===== src/rtl/core/hpd_pkg.sv =====
// Shared types and constants of the preorder-tree Huffman decoder.
// Used by the serializer, the result buffer and the top level; depends on nothing.
package hpd_pkg;

	// Width of one decoded symbol and of the packed result data word.
	localparam int SYM_BITS = 8;
	localparam int TDATA_W  = 16;

	// Final status codes of a stream.
	typedef enum logic [2:0] {
		STS_OK         = 3'd0,
		STS_TRUNC      = 3'd1,
		STS_INCOMPLETE = 3'd2,
		STS_OVERFLOW   = 3'd3,
		STS_SINGLE     = 3'd4
	} status_t;

	// What a result beat carries.
	typedef enum logic {
		KIND_SYMBOL = 1'b0,
		KIND_REPORT = 1'b1
	} kind_t;

	// Requests from the decoder core into the result buffer.
	typedef struct packed {
		logic                sym_valid;
		logic [SYM_BITS-1:0] symbol;
		logic                close;
		logic                rpt_valid;
		status_t             rpt_status;
	} obuf_req_t;

	// Result buffer status back to the decoder core.
	typedef struct packed {
		logic ready;
		logic flushing;
	} obuf_sts_t;

endpackage


===== src/rtl/core/hpd_bit_serializer.sv =====
// Byte-to-bit shift register that presents compressed bits MSB first.
// Depends on hpd_pkg for the byte width.
module hpd_bit_serializer (
	input  logic                        clk,
	input  logic                        arst_n,
	input  logic                        load,
	input  logic [hpd_pkg::SYM_BITS-1:0] load_byte,
	input  logic                        advance,
	output logic                        cur_bit,
	output logic                        last_bit
);
	import hpd_pkg::*;

	localparam int CW = $clog2(SYM_BITS);

	logic [SYM_BITS-1:0] shift_q;
	logic [CW-1:0]       left_q;

	assign cur_bit  = shift_q[SYM_BITS-1];
	assign last_bit = (left_q == '0);

	// Bit counter: counts the bits still to come after the current one.
	always_ff @(posedge clk or negedge arst_n) begin
		if (!arst_n) begin
			left_q <= '0;
		end else if (load) begin
			left_q <= CW'(SYM_BITS - 1);
		end else if (advance && !last_bit) begin
			left_q <= left_q - CW'(1);
		end
	end

	// Data shift register, oldest bit at the top.
	always_ff @(posedge clk) begin
		if (load) begin
			shift_q <= load_byte;
		end else if (advance) begin
			shift_q <= {shift_q[SYM_BITS-2:0], 1'b0};
		end
	end

endmodule


===== config.mk =====
export PLATFORM = sky130hd
export DESIGN_NAME = hpd_bit_serializer
export DESIGN_NICKNAME = d
export VERILOG_FILES = /design/src/rtl/core/hpd_pkg.sv /design/src/rtl/core/hpd_bit_serializer.sv
export SDC_FILE = /design/constraint.sdc
export NUM_CORES = 1
export LEC_CHECK = 0
export ABC_AREA = 1
export BUFFER_PORTS_ARGS = -buffer_cell sky130_fd_sc_hd__buf_2
export CAP_MARGIN = 30
export CORE_AREA = 2 2 39 41
export DETAILED_ROUTE_END_ITERATION = 8
export DIE_AREA = 0 0 41 43
export SETUP_SLACK_MARGIN = 0.02
export SYNTH_ARGS = -nofsm -noshare
export SYNTH_HDL_FRONTEND = slang
export SYNTH_SLANG_ARGS = --single-unit

===== constraint.sdc =====
create_clock -name clk -period 1.3 [get_ports clk]
set_input_delay 0.13 -clock clk [delete_from_list [all_inputs] [get_ports clk]]
set_output_delay 0.13 -clock clk [all_outputs]
set_load 0.02 [all_outputs]

# Yosys cells after proc, flatten, opt, wreduce, memory -nomap -nowiden
# Cells that the tools add are included.
[totals]
regBits = 11
output_inout_bits = 2
[op_classes]
addsub = 1
muxes = 4
n_reduce_logical = 5
[op_table]
columns = ["operator", "count"]
rows = [
  ["two-way mux 8 bit", 2],
  ["two-way mux 3 bit", 2],
  ["nonzero test 2 bit", 2],
  ["logical NOT 3 bit", 1],
  ["subtractor 3 x 1 -> 3 bit, second input constant", 1],
  ["logical AND 1 bit", 1],
  ["logical NOT 1 bit", 1],
]

# Logic depth before layout (Yosys ltp)
[depth]
word_depth = 5
mapped_depth = 7
ltp_nobuf = 7

# Worst setup path after synthesis
# OpenSTA, ideal clock, no wires.
[synth_timing]
path_type = "register to register"
start = "register left_q[0]"
end = "register left_q[0]"
arrival_time_ns = 1.081
t_required_ns = 1.182
slack_ns = 0.102
path_stages_with_launch = 7
path_buffers = 0
period_less_slack_ns = 1.198
cell_sequence = "dfrtp_1 inv_1 ha_1 ha_1 nand2_1 nand3_1 nand2_1"
[synth_between]
elab_chain_cells = 4
word_cells_on_any_way = 7
[synth_rtl]
columns = ["element", "line", "text"]
rows = [
  ["start: declaration", "hpd_bit_serializer.sv:17", "logic [CW-1:0] left_q;"],
  ["start signal: assignment", "hpd_bit_serializer.sv:27", "left_q <= CW'(SYM_BITS - 1);"],
  ["start signal: assignment", "hpd_bit_serializer.sv:29", "left_q <= left_q - CW'(1);"],
  ["logical NOT 3 bit", "hpd_bit_serializer.sv:20", "assign last_bit = (left_q == '0);"],
  ["named net last_bit", "hpd_bit_serializer.sv:10", "output logic last_bit"],
  ["logical NOT 1 bit", "hpd_bit_serializer.sv:28", "end else if (advance && !last_bit) begin"],
  ["logical AND 1 bit", "hpd_bit_serializer.sv:28", ""],
  ["nonzero test 2 bit (no source line)", "n/a", ""],
]
# The timed path passes the listed nets, and every way through them passes these cells. The select of a mux whose other input is x is not followed.
# A chain may end at the register's enable or synchronous reset.

# Final worst setup path
[layout_timing]
start = "register left_q[0]"
end = "output port last_bit"
[layout_between]
elab_chain_cells = 1
[layout_rtl]
columns = ["element", "line"]
rows = [
  ["logical NOT 3 bit", "hpd_bit_serializer.sv:20"],
  ["end: declaration", "hpd_bit_serializer.sv:10"],
]
# Every way passes these cells.

==> reports/metrics.cfg <==
[detailed_routing]
wl_per_cell_um=9.74
drt_iter0_markers=5
ant_nets=0
avgViaCountPerCell=4.59
drt_wl_total_um=916
firstDrtPassIters=4
drcViolationCount=0
via_count=431

[synthesis]
synth_top_area_frac=0.440
synth_nets=73
syn_inst=59
syn-cell-area_um2=546
async_flop_share=0.273
synth.distinct_cells=9
ys_top_cells_by_area=edfxtp_1 44%, nand2_1 21%, dfrtp_1 14%
synth_edf_count=8
synth-simple-area-share=0.273
yosys-top-cells-count=30 x nand2_1, 8 x edfxtp_1, 6 x inv_1, 6 x nand3_1, 3 x dfrtp_1
yosysSeqAreaShare=0.578
yosys.area_share.adder=0.0459
synth_top_family_by_area=simple AND/OR/NAND/NOR gates
synthMuxAreaShare=0
ys_ff_latch=11
yosys_warnings=0
yosysMostFrequentCell=nand2_1
avgSynthCellArea_um2=9.25
synth_ff_type=edfxtp_1
synth_compound_area_frac=0
synth_xor_xnor_area_share=0
yosysTopAreaCell=edfxtp_1

[timing]
period_needed_ns=1.24
hold_violations=0
maxSlewHeadroom=0.833
clock_skew_ns=0.000442
worst_pin_slew_ns=0.250
slew_violations=0
max_freq_ghz=0.804
rsz0062_at_grt=true
fin_crit_sh=0.957
finalSetupTns_ns=0
finalSetupViolCount=0

[critical_path]
end_kind=primary output
critPathRequiredTime_ns=1.17
critPathMaxFanout=2
start_kind=register
cp_data_arrival_time_ns=1.11
path_class=reg2out

[placed_design]
place_inst=86
place_area_um2=608
hpwl_um=605
io_buffers=13
finalWeightedCongestion=0.823

[layout]
finalNetCount=93
n_fill_cell=133
antenna_cells=0
layout-drive-gt1-share=0.321
final_util=0.506
area_growth_syn_to_layout_pct=28.4
final_cell_area_um2=701
fin_cells=94

[global_routing]
track_usage=0.128
grt_pass1_vias=396
antenna_found_initial=0
grt_first_pass_wirelength_um=1480
grt_max_degree=16
grt_remaining_overflow=0

[cts]
htreeDepth=1
cts_buffers=3
clock_sinks=11
worstSkewPairLatency_ns=0.26
clockBufferDepth=2
cts.reportedPaths.clkPinSlew_ns=0.07
cts_root_buffer=clkbuf_4
tritoncts=done

[pwr]
power_density_mw_per_mm2=1220
ir_drop_uv=740
leakage_nw=0.360

[floorplan]
dieWidth_um=41
die_h_um=43
rows=14
initial_core_util=0.394
core_area_mm2=0.00138
dieArea_mm2=0.00176
ios=14

[outcome]
status=completed

[hold_path]
hold_class=in2reg

[run]
maxCapViolations=0

-- worst paths after layout --
check | to | slack (ns) | start | depth (start not counted)
max | last_bit | 0.06 | left_q[0] | 4
min | shift_q[0] | 0.12 | load_byte[0] | 3
max reg2reg | left_q[0] | 0.09 | left_q[0] | 8
min reg2reg | shift_q[4] | 0.51 | shift_q[3] | 2
max in group asynchronous | left_q[2] | 1.01 | arst_n | 2
min in group asynchronous | left_q[0] | 0.19 | arst_n | 2
-- repair_timing --
| item | in CTS | in global routing |
|---|---|---|
| endpoints found under the setup margin | 1 | 4 |
| resized for setup | 5 | 3 |
| hold buffers | 1 | 0 |
| pin swaps | 1 | 2 |
| setup buffers | 2 | 1 |
| hold endpoints to repair | 3 | 0 |
-- cell families after synthesis --
logic type	count (synthesis)
flops	11
simple gates	37
buf+inv	9
fa+ha+maj	2
-- layout by cell type, fill, tap and decap left out --
master	count
buf_2	12
buf_4	3
buf_6	1
clkbuf_1	1
clkbuf_4	3
dfrtp_1	3
dlygate4sd3_1	1
edfxtp_1	8
ha_4	2
inv_1	5
inv_2	1
inv_8	1
nand2_1	29
nand2_2	2
nand3_1	6
-- final cells by class --
class	instances	area, um^2	share of cell area
inverters	7	33.8	0.0482
flip-flops and latches	11	315	0.450
well taps	16	20.0	0.0286
repair buffers	17	104	0.148
clock buffers	4	26.3	0.0375
multi-input cells	39	201	0.287
-- worst max-delay path: stages, from the launching register on --
cell	delay [ns]
dfrtp_1	0.36
inv_1	0.07
ha_4	0.16
ha_4	0.15
buf_6	0.12
-- per-stage QoR --
stage	hold WS (ns)	power, W	worst slack [ns]
floorplan	-0.166	0.000550	0.102
global placement	-0.0687	0.000584	0.166
detailed placement	-0.0715	0.000587	0.134
CTS	0.117	0.000848	0.0247
global route	0.135	0.000917	0.0115
finish	0.124	0.000856	0.0561
-- report_power, final --
group          total, W  switching [W]  leakage, nW  internal [W]
logic          0.000185      0.0000974        0.228     0.0000881
registers      0.000446      0.0000184        0.117      0.000427
clock network  0.000224       0.000106       0.0150      0.000118
-- flip-flops by register name (all words and copies together), names as in the netlist --
register and count:
left_q 3, shift_q 8
-- per-layer routing --
metal	vias to the layer above	track usage	part of all wire	wire [um]
li1	226	-	-	-
met5	-	0	0	0
met4	0	0.0800	0.013	12
met3	2	0.0314	0.048	44
met1	192	0.150	0.44	407
met2	11	0.197	0.49	451
Note: power is estimated with default switching activity, not from simulation.
