## config.mk

```make
export PLATFORM = sky130hd
export DESIGN_NAME = hpd_out_stage
export DESIGN_NICKNAME = d
export VERILOG_FILES = /design/src/rtl/core/hpd_pkg.sv /design/src/rtl/core/hpd_out_stage.sv
export SDC_FILE = /design/constraint.sdc
export NUM_CORES = 1
export LEC_CHECK = 0
export ABC_AREA = 1
export BUFFER_PORTS_ARGS = -buffer_cell sky130_fd_sc_hd__buf_4
export CAP_MARGIN = 5
export CORE_MARGIN = 2
export CORE_UTILIZATION = 40
export DETAILED_ROUTE_END_ITERATION = 8
export GPL_ROUTABILITY_DRIVEN = 0
export GPL_TIMING_DRIVEN = 1
export PLACE_DENSITY = 0.67
export SLEW_MARGIN = 20
export SYNTH_ARGS = -nofsm -noshare
export SYNTH_HDL_FRONTEND = slang
export SYNTH_SLANG_ARGS = --single-unit
```

## constraint.sdc

```tcl
create_clock -name clk -period 1.2 [get_ports clk]
set_input_delay 0.06 -clock clk [delete_from_list [all_inputs] [get_ports clk]]
set_output_delay 0.06 -clock clk [all_outputs]
set_load 0.01 [all_outputs]
```

## src/rtl/core/hpd_pkg.sv

```systemverilog
// Shared types and constants of the preorder-tree Huffman decoder.
// Used by the serializer, the result buffer and the top level; depends on nothing.
package hpd_pkg;

	// Width of one decoded symbol and of the packed result data word.
	localparam int SYM_BITS = 8;
	localparam int TDATA_W  = 16;

	// Final status codes of a stream.
	typedef enum logic [2:0] {
		STS_OK         = 3'd0,
		STS_TRUNC      = 3'd1,
		STS_INCOMPLETE = 3'd2,
		STS_OVERFLOW   = 3'd3,
		STS_SINGLE     = 3'd4
	} status_t;

	// What a result beat carries.
	typedef enum logic {
		KIND_SYMBOL = 1'b0,
		KIND_REPORT = 1'b1
	} kind_t;

	// Requests from the decoder core into the result buffer.
	typedef struct packed {
		logic                sym_valid;
		logic [SYM_BITS-1:0] symbol;
		logic                close;
		logic                rpt_valid;
		status_t             rpt_status;
	} obuf_req_t;

	// Result buffer status back to the decoder core.
	typedef struct packed {
		logic ready;
		logic flushing;
	} obuf_sts_t;

endpackage

```

## src/rtl/core/hpd_out_stage.sv

```systemverilog
// Result buffer: holds back one decoded symbol so the last one of a byte can be
// marked, and drives the master stream from an output register. Uses hpd_pkg.
module hpd_out_stage (
	input  logic                         clk,
	input  logic                         arst_n,
	input  hpd_pkg::obuf_req_t           req,
	output hpd_pkg::obuf_sts_t           sts,
	output logic                         m_tvalid,
	input  logic                         m_tready,
	output logic [hpd_pkg::TDATA_W-1:0]  m_tdata,  // [7:0] symbol, [10:8] status, rest zero
	output logic                         m_tuser,  // kind: 0 symbol, 1 status report
	output logic                         m_tlast   // last result of the input beat
);
	import hpd_pkg::*;

	localparam int PadW = TDATA_W - SYM_BITS - 3;

	logic                out_valid_q;
	logic [TDATA_W-1:0]  out_data_q;
	kind_t               out_kind_q;
	logic                out_last_q;
	logic                pend_valid_q;
	logic [SYM_BITS-1:0] pend_sym_q;
	logic                flush_q;

	logic                out_free;
	logic                ld;
	logic                ld_last;
	kind_t               ld_kind;
	logic [SYM_BITS-1:0] ld_sym;
	status_t             ld_status;
	logic                pend_set;
	logic                pend_clr;

	assign out_free     = !out_valid_q || m_tready;
	assign sts.ready    = out_free && !flush_q;
	assign sts.flushing = flush_q;

	assign m_tvalid = out_valid_q;
	assign m_tdata  = out_data_q;
	assign m_tuser  = out_kind_q;
	assign m_tlast  = out_last_q;

	// Decide what goes into the output register this cycle.
	always_comb begin
		ld        = 1'b0;
		ld_last   = 1'b0;
		ld_kind   = KIND_SYMBOL;
		ld_sym    = pend_sym_q;
		ld_status = STS_OK;
		pend_set  = 1'b0;
		pend_clr  = 1'b0;
		priority if (flush_q) begin
			ld       = out_free;
			ld_last  = 1'b1;
			pend_clr = out_free;
		end else if (req.rpt_valid) begin
			ld        = 1'b1;
			ld_last   = 1'b1;
			ld_kind   = KIND_REPORT;
			ld_sym    = '0;
			ld_status = req.rpt_status;
		end else if (req.sym_valid) begin
			if (pend_valid_q) begin
				ld       = 1'b1;
				pend_set = 1'b1;
			end else if (req.close) begin
				ld      = 1'b1;
				ld_last = 1'b1;
				ld_sym  = req.symbol;
			end else begin
				pend_set = 1'b1;
			end
		end else if (req.close && pend_valid_q) begin
			ld       = 1'b1;
			ld_last  = 1'b1;
			pend_clr = 1'b1;
		end
	end

	// Output register, held symbol and flush flag.
	always_ff @(posedge clk or negedge arst_n) begin
		if (!arst_n) begin
			out_valid_q  <= 1'b0;
			out_data_q   <= '0;
			out_kind_q   <= KIND_SYMBOL;
			out_last_q   <= 1'b0;
			pend_valid_q <= 1'b0;
			pend_sym_q   <= '0;
			flush_q      <= 1'b0;
		end else begin
			if (out_valid_q && m_tready) begin
				out_valid_q <= 1'b0;
			end
			if (ld) begin
				out_valid_q <= 1'b1;
				out_data_q  <= {{PadW{1'b0}}, ld_status, ld_sym};
				out_kind_q  <= ld_kind;
				out_last_q  <= ld_last;
			end
			if (pend_set) begin
				pend_valid_q <= 1'b1;
				pend_sym_q   <= req.symbol;
				if (pend_valid_q && req.close) begin
					flush_q <= 1'b1;
				end
			end else if (pend_clr) begin
				pend_valid_q <= 1'b0;
				flush_q      <= 1'b0;
			end
		end
	end

endmodule

```

======== After elaboration in Yosys (flattened, before gate mapping) ========
Index checks and enable logic that the tools add are counted.
W data, S select, Z words.
operators by class
  equality and inequality tests ........... 1
  mux-type cells .......................... 33
  reductions and logical operators ........ 9
operator list
  cell                  number
  $mux W8               5
  $mux W1               26
  $mux W3               2
  $reduce_bool A2 Y1    2
  $logic_and A1 B1 Y1   3
  $logic_not A1 Y1      2
  $ne A2 B1 Y1 const B  1
  $reduce_and A2 Y1     1
  $logic_or A1 B1 Y1    1
word-level totals
  register bits ........................... 24
  output and inout bits ................... 21
  logic and storage cells ................. 50

======== Logic depth before layout (Yosys ltp) ========
Gate-level depths: netlist of the first run.
  depth in word-level cells ............... 7
  mapped depth ............................ 9
  mapped depth without buffers ............ 8

======== Least setup slack after synthesis of the first run ========
Ideal clock, no wire load.
  kind .................................... register to register
  from .................................... register flush_q
  to ...................................... register out_data_q[0] (netlist: m_tdata[0])
  arrival ................................. 1.084 ns
  required time ........................... 1.084 ns
  slack ................................... -0.001 ns
  cell stages (with the launch flop) ...... 9
  clock period less this slack ............ 1.201 ns
  cell sequence ........................... dfrtp_1 -> buf_6 -> nor2_4 -> nand3_2 -> nand2_2 -> buf_6 -> clkinv_2 -> nand2_1 -> nand2_1
on the way
  longest elaborated chain between the ends .. 1
  elaborated cells between the ends (all ways) .. 2
ends and longest elaborated chain
  element                                    RTL line              source
  start, declared                            hpd_out_stage.sv:24   logic flush_q;
  start signal, assigned                     hpd_out_stage.sv:90   flush_q <= 1'b0;
  start signal, assigned                     hpd_out_stage.sv:105  flush_q <= 1'b1;
  start signal, assigned                     hpd_out_stage.sv:109  flush_q <= 1'b0;
  $mux W8 / $mux W1 (equally long branches)  hpd_out_stage.sv:53   priority if (flush_q) begin
  end signal, assigned                       hpd_out_stage.sv:97   out_data_q <= {{PadW{1'b0}}, ld_status, ld_sym};
  end, declared                              hpd_out_stage.sv:19   logic [TDATA_W-1:0] out_data_q;
Several ways; a longest one is shown, not always the timed one.
A chain may end at the register's enable or synchronous reset.

==> results.yml, run 1 <==
global_route:
  grt_util_all_layers_pct: 17.1
  grt_pass1_vias: 1024
  grt_pass1_wl_um: 4640
  overflow: 0
  grt_max_degree: 25
  antenna_found_initial: 0
detailed_routing:
  vias: 1193
  wl_met1_um: 1360
  first_iter_violations: 41
  route.met3.wl_um: 183
  met2_length_um: 1470
  viasPerCell: 4.75
  dr.pass1.iters: 4
  wire_per_inst_um: 12.2
  detail-route-antenna-nets: 0
  highest_layer: "met4"
  route.detailed.drc: 0
  wirelength_um: 3050
timing:
  max_freq_mhz: 800
  fin_crit_ns: 1.25
  finalCritPeriodShare_pct: 104
  layout_setup_ws_ns: -0.0502
  holdWs_ns: 0.00672
  rsz0062_at_grt: "yes"
  drv_slew: 0
  setup_viol: 10
  hold_viol_final: 0
  finClkSkew_ns: 0.0103
synth:
  yosys_warnings: 0
  synth_common_cells: "41 x nand2_1, 24 x dfrtp_1, 16 x nand3_1, 16 x nor2_1, 12 x inv_1"
  seq_area_frac_synth_pct: 47.7
  netlist.area_leader.share_pct: 47.7
  netlist_instances: 155
  synth_edf_count: 0
  yosysMostFrequentCell: "nand2_1"
  synthesis.area_um2: 1260
  syn_area_per_cell_um2: 8.13
  netlist_top_cells_area: "dfrtp_1 48%, nand2_1 12%, nand3_1 6.4%"
  async_flop_share_pct: 100
  synth_flop_cell: "dfrtp_1"
  synth_area_leader_cell: "dfrtp_1"
  ys_ff_latch: 24
  ys_types: 24
die:
  rows: 20
  coreArea_um2: 3030
  die_h_um: 60.1
  io_pins: 38
  start_util_pct: 41.6
  dieArea_um2: 3620
  die_width_um: 60.1
place:
  io_buffers: 32
  dp_hpwl_um: 2060
clock_network:
  clk_latency_ns: 0.32
  htree_levels: 1
  numCtsBuffers: 3
  clk_pin_slew_ns: 0.14
  cts_root_buffer: "clkbuf_4"
  clkSinkCount: 24
  clk_path_buf_depth: 2
  cts_tree: "built"
pwr:
  powerDensity_nw_per_um2: 1720
  vdd_ir_drop_max_uv: 608
  p_total_mw: 3.11
  p_leak_nw: 0.926
setup_path:
  timing.critical_path.buf_inv: 2
  crit_path_max_incr_delay_ns: 0.49
  crit_family: "flip-flops"
  critPathKind: "flop to output pin"
  startpoint: "flush_q$_DFFE_PN0P_"
  cp.arrival_ns: 1.19
  cp_slowest_cell: "dfrtp_2"
  reg2reg_from: "flush_q$_DFFE_PN0P_"
  required_ns: 1.14
  start_kind: "flop"
  path_cells: "buf_6 > a21oi_2 > buf_4"
  crit_fanout: 5
  cp-end-kind: "output pin"
min_path:
  hp-class: "primary input to flop"
  hold_path.startpoint: "req[5]"
layout:
  drive_above_1_share_pct: 41.1
  finalNetCount: 225
  n_antenna_cell: 0
  synthToLayoutAreaGrowth_pct: 43.6
job:
  cap_violations: 0
status:
  status: "finished, violations left"
  failed_checks: "setup timing"
==> final timing paths <==
check | endpoint | cells past startpoint | slack, ns
worst max-delay path | sts[1] | 3 | -0.05
worst min-delay path | pend_sym_q[0]$_DFFE_PN0P_ | 3 | 0.007
worst max register to register | flush_q$_DFFE_PN0P_ | 4 | -0.02
worst min register to register | m_tdata[4]$_DFFE_PN0P_ | 2 | 0.50
max in group asynchronous | flush_q$_DFFE_PN0P_ | 2 | 0.79
min in group asynchronous | m_tdata[9]$_DFFE_PN0P_ | 2 | 0.15
==> registers in the layout (all words and copies together) (netlist names) <==
name / count
pend_valid_q: 1
m_tdata: 11
flush_q: 1
pend_sym_q: 8
m_tuser: 1
m_tlast: 1
m_tvalid: 1
==> layout make-up <==
type,count,area [um2]
clock buffers,4,36.3
fillers,260,1220
inverters,16,63.8
multi-input cells,110,621
flip-flops and latches,24,602
well taps,44,55.1
repair buffers,53,432
==> routing by layer <==
metal	global-route usage (%)	vias to the layer above
met1	23.7	550
met2	26.6	53
met5	0	-
li1	-	584
met4	6.98	0
met3	2.60	6
==> timing repair <==
item / in CTS / in global routing
buffers inserted: 1 / 5
resized for setup: 13 / 18
endpoints found under the hold margin: 29 / 0
setup endpoints to repair: 17 / 24
cloned: 1 / 1
pin swaps: 2 / 6
hold buffers: 6 / 0
==> kinds of logic (layout without fill, tap and decap cells) <==
group / Yosys count / in the layout / synth area share, %
other: 1 / 5 / 0.298
AND/OR/NAND/NOR: 84 / 86 / 31.4
AO/OA/AOI/OAI: 19 / 19 / 8.34
buffers and inverters: 27 / 73 / 12.3
flip-flops: 24 / 24 / 47.7
==> power by group <==
| group | internal (mW) | switching (mW) |
|---|---|---|
| Combinational | 0.677 | 0.746 |
| Clock | 0.186 | 0.251 |
| Sequential | 1.07 | 0.179 |
==> stage by stage <==
stage | cells | util, % | setup TNS (ns) | setup slack, ns | area [um2]
4_1_cts | 245 | 55.9 | -0.330 | -0.0511 | 1690
3_3_place_gp | 233 | 51.0 | -0.0208 | -0.00943 | 1540
2_1_floorplan | 159 | - | 0 | 0.0216 | 1270
3_5_place_dp | 233 | 51.0 | -0.177 | -0.0363 | 1540
6_report | 251 | 59.8 | -0.128 | -0.0502 | 1810
5_1_grt | 251 | 59.8 | -1.78 | -0.113 | 1810
==> tightest hold or removal path, cell delays in order <==
cell and delay (ns):
buf_4 0.07, inv_1 0.04, o21ai_1 0.11
==> placed cells by master (no fill, tap or decap) <==
cell,synthesis,layout
clkbuf_8,0,1
inv_4,0,1
inv_1,12,11
dlygate4sd3_1,0,6
o21ai_1,10,10
buf_6,3,5
nor2_2,1,5
nor3_1,1,1
nand4_1,1,1
clkbuf_4,0,3
nand3_4,1,4
dfrtp_1,24,23
buf_4,8,42
nand2_2,2,7
nand2_1,41,33
nand2_4,1,4
o31ai_2,0,1
nand3_1,16,16
inv_2,3,3
nor2_1,16,12
a21oi_2,1,2
clkinv_2,1,1
a21oi_1,5,4
conb_1,1,5
nor2_4,2,3
o21ai_2,1,2
dfrtp_2,0,1
Power figures use the tool's default switching activity.
==> inputs of run 2 (changes only) <==
--- a/config.mk
+++ b/config.mk
@@ -5,7 +5,6 @@
 export SDC_FILE = /design/constraint.sdc
 export NUM_CORES = 1
 export LEC_CHECK = 0
-export ABC_AREA = 1
 export BUFFER_PORTS_ARGS = -buffer_cell sky130_fd_sc_hd__buf_4
 export CAP_MARGIN = 5
 export CORE_MARGIN = 2
@@ -13,6 +12,7 @@
 export DETAILED_ROUTE_END_ITERATION = 8
 export GPL_ROUTABILITY_DRIVEN = 0
 export GPL_TIMING_DRIVEN = 1
+export HOLD_SLACK_MARGIN = 0.08
 export PLACE_DENSITY = 0.67
 export SLEW_MARGIN = 20
 export SYNTH_ARGS = -nofsm -noshare
==> run 2 against run 1 <==
  * The run still ends with setup timing left
  * Cell count is 21% lower
  * Critical path depth unchanged
  * Worst hold slack improved by 0.14 ns
  * Critical endpoint is now m_tdata[5]$_DFFE_PN0P_
==> results.yml, run 2 <==
synth:
  netlist.area_leader.share_pct: 49.3
  synth.area.mux_share_pct: 7.39
  synth_edf_count: 0
  synth-compound-area-share_pct: 15.4
  yosysMostFrequentCell: "dfrtp_1"
  synth-simple-area-share_pct: 16.6
  synth_top_family_by_area: "simple AND/OR/NAND/NOR gates"
  synthesis.area_um2: 1220
  seq_area_frac_synth_pct: 49.3
  ys_ff_latch: 24
  syn_area_per_cell_um2: 10.6
  ys_types: 33
  synth_area_leader_cell: "dfrtp_1"
  netlist_top_cells_area: "dfrtp_1 49%, a31oi_1 8.2%, nand3_1 7.4%"
  synthXorXnorAreaFrac_pct: 0
  async_flop_share_pct: 100
  synth_flop_cell: "dfrtp_1"
  synth_fa_ha_area_share_pct: 0.821
  netlist_instances: 115
  synth_common_cells: "24 x dfrtp_1, 18 x nand3_1, 16 x a31oi_1"
  yosys_warnings: 0
setup_path:
  critPathKind: "flop to flop"
  cp-end-kind: "flop"
  crit_fanout: 8
  required_ns: 1.44
  start_kind: "flop"
  cp.arrival_ns: 1.69
detailed_routing:
  dr.pass1.iters: 5
  wire_per_inst_um: 14.6
  route.detailed.drc: 0
  viasPerCell: 5.49
  wirelength_um: 2900
  first_iter_violations: 40
  detail-route-antenna-nets: 0
  vias: 1092
die:
  coreArea_um2: 2980
  start_util_pct: 40.9
  die_width_um: 59.2
  die_h_um: 59.2
  dieArea_um2: 3500
  io_pins: 38
  rows: 20
timing:
  fin_crit_ns: 1.45
  hold_viol_final: 0
  holdWs_ns: 0.144
  finClkSkew_ns: 0.00150
  drv_slew: 0
  rsz0062_at_grt: "yes"
  finalCritPeriodShare_pct: 121
  setup_viol: 24
  layout_setup_ws_ns: -0.246
  max_freq_mhz: 691
  finalSetupTns_ns: -3.28
clock_network:
  numCtsBuffers: 3
  htree_levels: 1
  clk_latency_ns: 0.31
  cts_root_buffer: "clkbuf_4"
  cts_tree: "built"
  clk_pin_slew_ns: 0.13
  clk_path_buf_depth: 2
  clkSinkCount: 24
layout:
  n_antenna_cell: 0
  synthToLayoutAreaGrowth_pct: 45.7
  mostFrequentLayoutCells: "44 x buf_4, 23 x dfrtp_1, 16 x nand3_1"
  largest_reg_flops: 11
  final_core_util_pct: 59.6
  finalNonFillerCells: 199
  layout_commonest_cell: "buf_4"
  finalNetCount: 184
  drive_above_1_share_pct: 44.0
  fillers: 235
  design_area_um2: 1780
place:
  dp_hpwl_um: 2020
  io_buffers: 32
  place_ws_ns: -0.229
  dp.cells: 181
  placed_cell_area_um2: 1520
global_route:
  grt_pass1_vias: 1078
  grt_max_degree: 25
  grt_util_all_layers_pct: 19.1
  overflow: 0
  antenna_found_initial: 0
  grt_pass1_wl_um: 5090
status:
  status: "finished, violations left"
  failed_checks: "setup timing"
pwr:
  vdd_ir_drop_max_uv: 623
  p_leak_nw: 0.819
  powerDensity_nw_per_um2: 1620
  p_total_mw: 2.88
min_path:
  hp-class: "primary input to flop"
job:
  cap_violations: 0
## run 2: cell count changes in the layout (fill, tap and decap cells not counted), sizes merged, moves of 8 or more
cell / change
o21ai: -11
nor2: -18
a31oi: +16
nand2: -43
mux2: +8
inv: -13
## run 2: per-layer routing
layer	global-route usage, %	vias up	wire (um)
li1	-	520	-
met1	25.5	524	1280
met2	31.4	44	1450
met3	3.06	4	148
met4	6.82	0	22
met5	0	-	0
## run 2: final cells by class
class | count | area, um2 | share of cell area [%]
flip-flops and latches | 24 | 602 | 33.9
clock inverters | 1 | 30.0 | 1.69
clock buffers | 3 | 22.5 | 1.27
multi-input cells | 76 | 577 | 32.5
inverters | 2 | 7.51 | 0.423
repair buffers | 60 | 495 | 27.9
well taps | 33 | 41.3 | 2.33
## run 2: logic make-up (layout without fill, tap and decap cells)
group / after synthesis / in the layout
simple gates: 34 / 35
compound gates: 27 / 27
flops: 24 / 24
buf+inv: 20 / 66
mux: 8 / 8
fa+ha+maj: 1 / 1
other cells: 1 / 5
## run 2: worst paths after layout
path / from / to / slack, ns / cells past startpoint
max: flush_q$_DFFE_PN0P_ / m_tdata[5]$_DFFE_PN0P_ / -0.25 / 3
min: m_tready / m_tvalid$_DFFE_PN0P_ / 0.14 / 3
max reg2reg: flush_q$_DFFE_PN0P_ / m_tdata[5]$_DFFE_PN0P_ / -0.25 / 3
min reg2reg: m_tuser$_DFFE_PN0P_ / m_tuser$_DFFE_PN0P_ / 0.50 / 1
max in group asynchronous: arst_n / flush_q$_DFFE_PN0P_ / 0.79 / 2
min in group asynchronous: arst_n / m_tdata[9]$_DFFE_PN0P_ / 0.16 / 2
## run 2: worst max-delay path: stages, from the launching register on
cell and delay, ns:
dfrtp_2 0.48, or4_4 0.48, and3_4 0.23, a31oi_1 0.18
## run 2: what timing repair did
item,4_1_cts,5_1_grt
buffers inserted,0,1
hold buffers,12,0
gates resized for setup,8,8
hold endpoints to repair,43,0
gates cloned,1,0
pin swaps,4,10
setup endpoints to repair,23,25
## run 2: where the power goes
part / total, mW / leakage (nW) / internal, mW / switching (mW)
clock: 0.578 / 0.0279 / 0.338 / 0.240
combinational: 1.10 / 0.507 / 0.615 / 0.481
sequential: 1.20 / 0.284 / 1.05 / 0.151
==> inputs of run 3 (changes only) <==
--- a/config.mk
+++ b/config.mk
@@ -14,6 +14,7 @@
 export GPL_TIMING_DRIVEN = 1
 export HOLD_SLACK_MARGIN = 0.08
 export PLACE_DENSITY = 0.67
+export SETUP_SLACK_MARGIN = 0.5
 export SLEW_MARGIN = 20
 export SYNTH_ARGS = -nofsm -noshare
 export SYNTH_HDL_FRONTEND = slang
==> run 3 against run 2 <==
  * The flow still finishes with violations (setup timing)
  * Worst hold slack got worse by 0.031 ns
  * Via count rose by 13%
  * Core utilization rose by 6.2 points
  * Clock power rose by 2%
  * Sequential power barely moved
==> results.yml, run 3 (synthesis gave the netlist of run 2 again) <==
pwr:
  p_total_mw: 3.24
  powerDensity_nw_per_um2: 1650
  p_leak_nw: 0.918
  vdd_ir_drop_max_uv: 713
setup_path:
  reg2reg_from: "flush_q$_DFFE_PN0P_"
  cp.arrival_ns: 1.68
  start_kind: "flop"
  crit_path_max_incr_delay_ns: 0.47
  crit_family: "flip-flops"
  crit_fanout: 7
  regToRegSetupSlack_ns: -0.27
  required_ns: 1.41
  timing.critical_path.buf_inv: 2
  cp_slowest_cell: "dfrtp_2"
  cp-end-kind: "flop"
  r2r-end: "m_tdata[2]$_DFFE_PN0P_"
  path_cells: "buf_4 > nand3b_1 > buf_4 > a31oi_1 > a31oi_1"
  critPathKind: "flop to flop"
  ff2ff_path_depth: 5
die:
  start_util_pct: 40.9
  dieArea_um2: 3500
  coreArea_um2: 2980
  rows: 20
  die_width_um: 59.2
  io_pins: 38
  die_h_um: 59.2
detailed_routing:
  wire_per_inst_um: 16.6
  wirelength_um: 3540
  dr.pass1.iters: 4
  detail-route-antenna-nets: 0
  first_iter_violations: 49
  route.detailed.drc: 0
  vias: 1238
  viasPerCell: 5.79
global_route:
  grt_pass1_wl_um: 5320
  overflow: 0
  grt_util_all_layers_pct: 19.7
  grt_max_degree: 25
  grt_pass1_vias: 1211
  antenna_found_initial: 0
clock_network:
  clkSinkCount: 24
  cts_tree: "built"
  cts_root_buffer: "clkbuf_4"
  clk_latency_ns: 0.32
  htree_levels: 1
  clk_path_buf_depth: 2
  numCtsBuffers: 3
  clk_pin_slew_ns: 0.14
status:
  status: "finished, violations left"
  failed_checks: "setup timing"
timing:
  hold_viol_final: 0
  rsz0062_at_grt: "yes"
  drv_slew: 0
  holdWs_ns: 0.112
  layout_setup_ws_ns: -0.273
  fin_crit_ns: 1.47
  finClkSkew_ns: 0.00631
  finalCritPeriodShare_pct: 123
  setup_viol: 25
  max_freq_mhz: 679
min_path:
  hold_path.startpoint: "req[3]"
  holdPathEnd: "m_tvalid$_DFFE_PN0P_"
  hp-class: "primary input to flop"
  min_path_cells: 3
layout:
  largest_reg_flops: 11
  fillers: 228
  multiInputGateArea_um2: 587
  drive_above_1_share_pct: 48.1
  synthToLayoutAreaGrowth_pct: 60.9
  layout_commonest_cell: "buf_4"
  mostFrequentLayoutCells: "42 x buf_4, 23 x dfrtp_1, 20 x buf_6"
  finalNetCount: 199
  seq_area_um2: 602
  n_antenna_cell: 0
place:
  dp_hpwl_um: 1980
  io_buffers: 32
job:
  cap_violations: 0
-- run 3: cell count changes in the layout (fill, tap and decap cells not counted), moves of 2 or more --
cell / before / now
a31oi_1: 14 / 16
a31oi_2: 2 / 0
buf_4: 44 / 42
buf_6: 4 / 20
nand3_1: 16 / 14
nand3_2: 1 / 3
-- run 3: layout make-up --
cell class	count	share of cell area [%]
flip-flops and latches	24	30.7
well taps	33	2.11
clock buffers	3	1.15
multi-input cells	76	29.9
clock inverters	1	1.53
repair buffers	75	34.2
inverters	2	0.383
-- run 3: worst max path at each step --
| stage | from | endpoint | slack (ns) | depth (start not counted) |
|---|---|---|---|---|
| CTS | flush_q$_DFFE_PN0P_ | m_tdata[5]$_DFFE_PN0P_ | -0.21 | 3 |
| global route | flush_q$_DFFE_PN0P_ | m_tdata[7]$_DFFE_PN0P_ | -0.31 | 5 |
| detailed placement | flush_q$_DFFE_PN0P_ | m_tdata[2]$_DFFE_PN0P_ | -0.23 | 5 |
| floorplan | flush_q$_DFFE_PN0P_ | m_tdata[5]$_DFFE_PN0P_ | -0.24 | 6 |
| global placement | flush_q$_DFFE_PN0P_ | m_tdata[2]$_DFFE_PN0P_ | -0.18 | 5 |
| finish | flush_q$_DFFE_PN0P_ | m_tdata[2]$_DFFE_PN0P_ | -0.27 | 5 |
-- run 3: worst min-delay path: cells and delay by family --
family / cells / cell delay, ns
simple gates: 2 / 0.21
buf+inv: 1 / 0.14
-- run 3: per-stage QoR --
stage	cell area (um2)	TNS [ns]	util [%]	worst slack, ns	cells
6_report	1960	-4.82	65.8	-0.273	214
3_5_place_dp	1510	-3.41	50.7	-0.228	180
4_1_cts	1910	-3.19	64.1	-0.212	210
2_1_floorplan	1270	-2.71	-	-0.239	119
3_3_place_gp	1510	-2.74	50.7	-0.183	180
5_1_grt	1960	-5.86	65.8	-0.313	214
-- run 3: per-layer routing --
layer	vias to the layer above	wire (um)	GRT usage (%)
met5	-	0	0
met4	0	60	7.14
met3	9	227	3.06
met2	71	1930	36.3
met1	604	1320	22.8
li1	554	-	-
-- run 3: power breakdown --
part | total, mW | switching, mW | internal, mW
Sequential | 1.23 | 0.181 | 1.05
Clock | 0.590 | 0.252 | 0.338
Combinational | 1.42 | 0.562 | 0.853
-- run 3: what timing repair did --
action                                  CTS  global route
endpoints found under the setup margin   40            40
resized for setup                        28             5
pin swaps                                 7            13
endpoints found under the hold margin    44             0
setup buffers                            12             4
hold buffers                             13             0
cloned                                    1             0
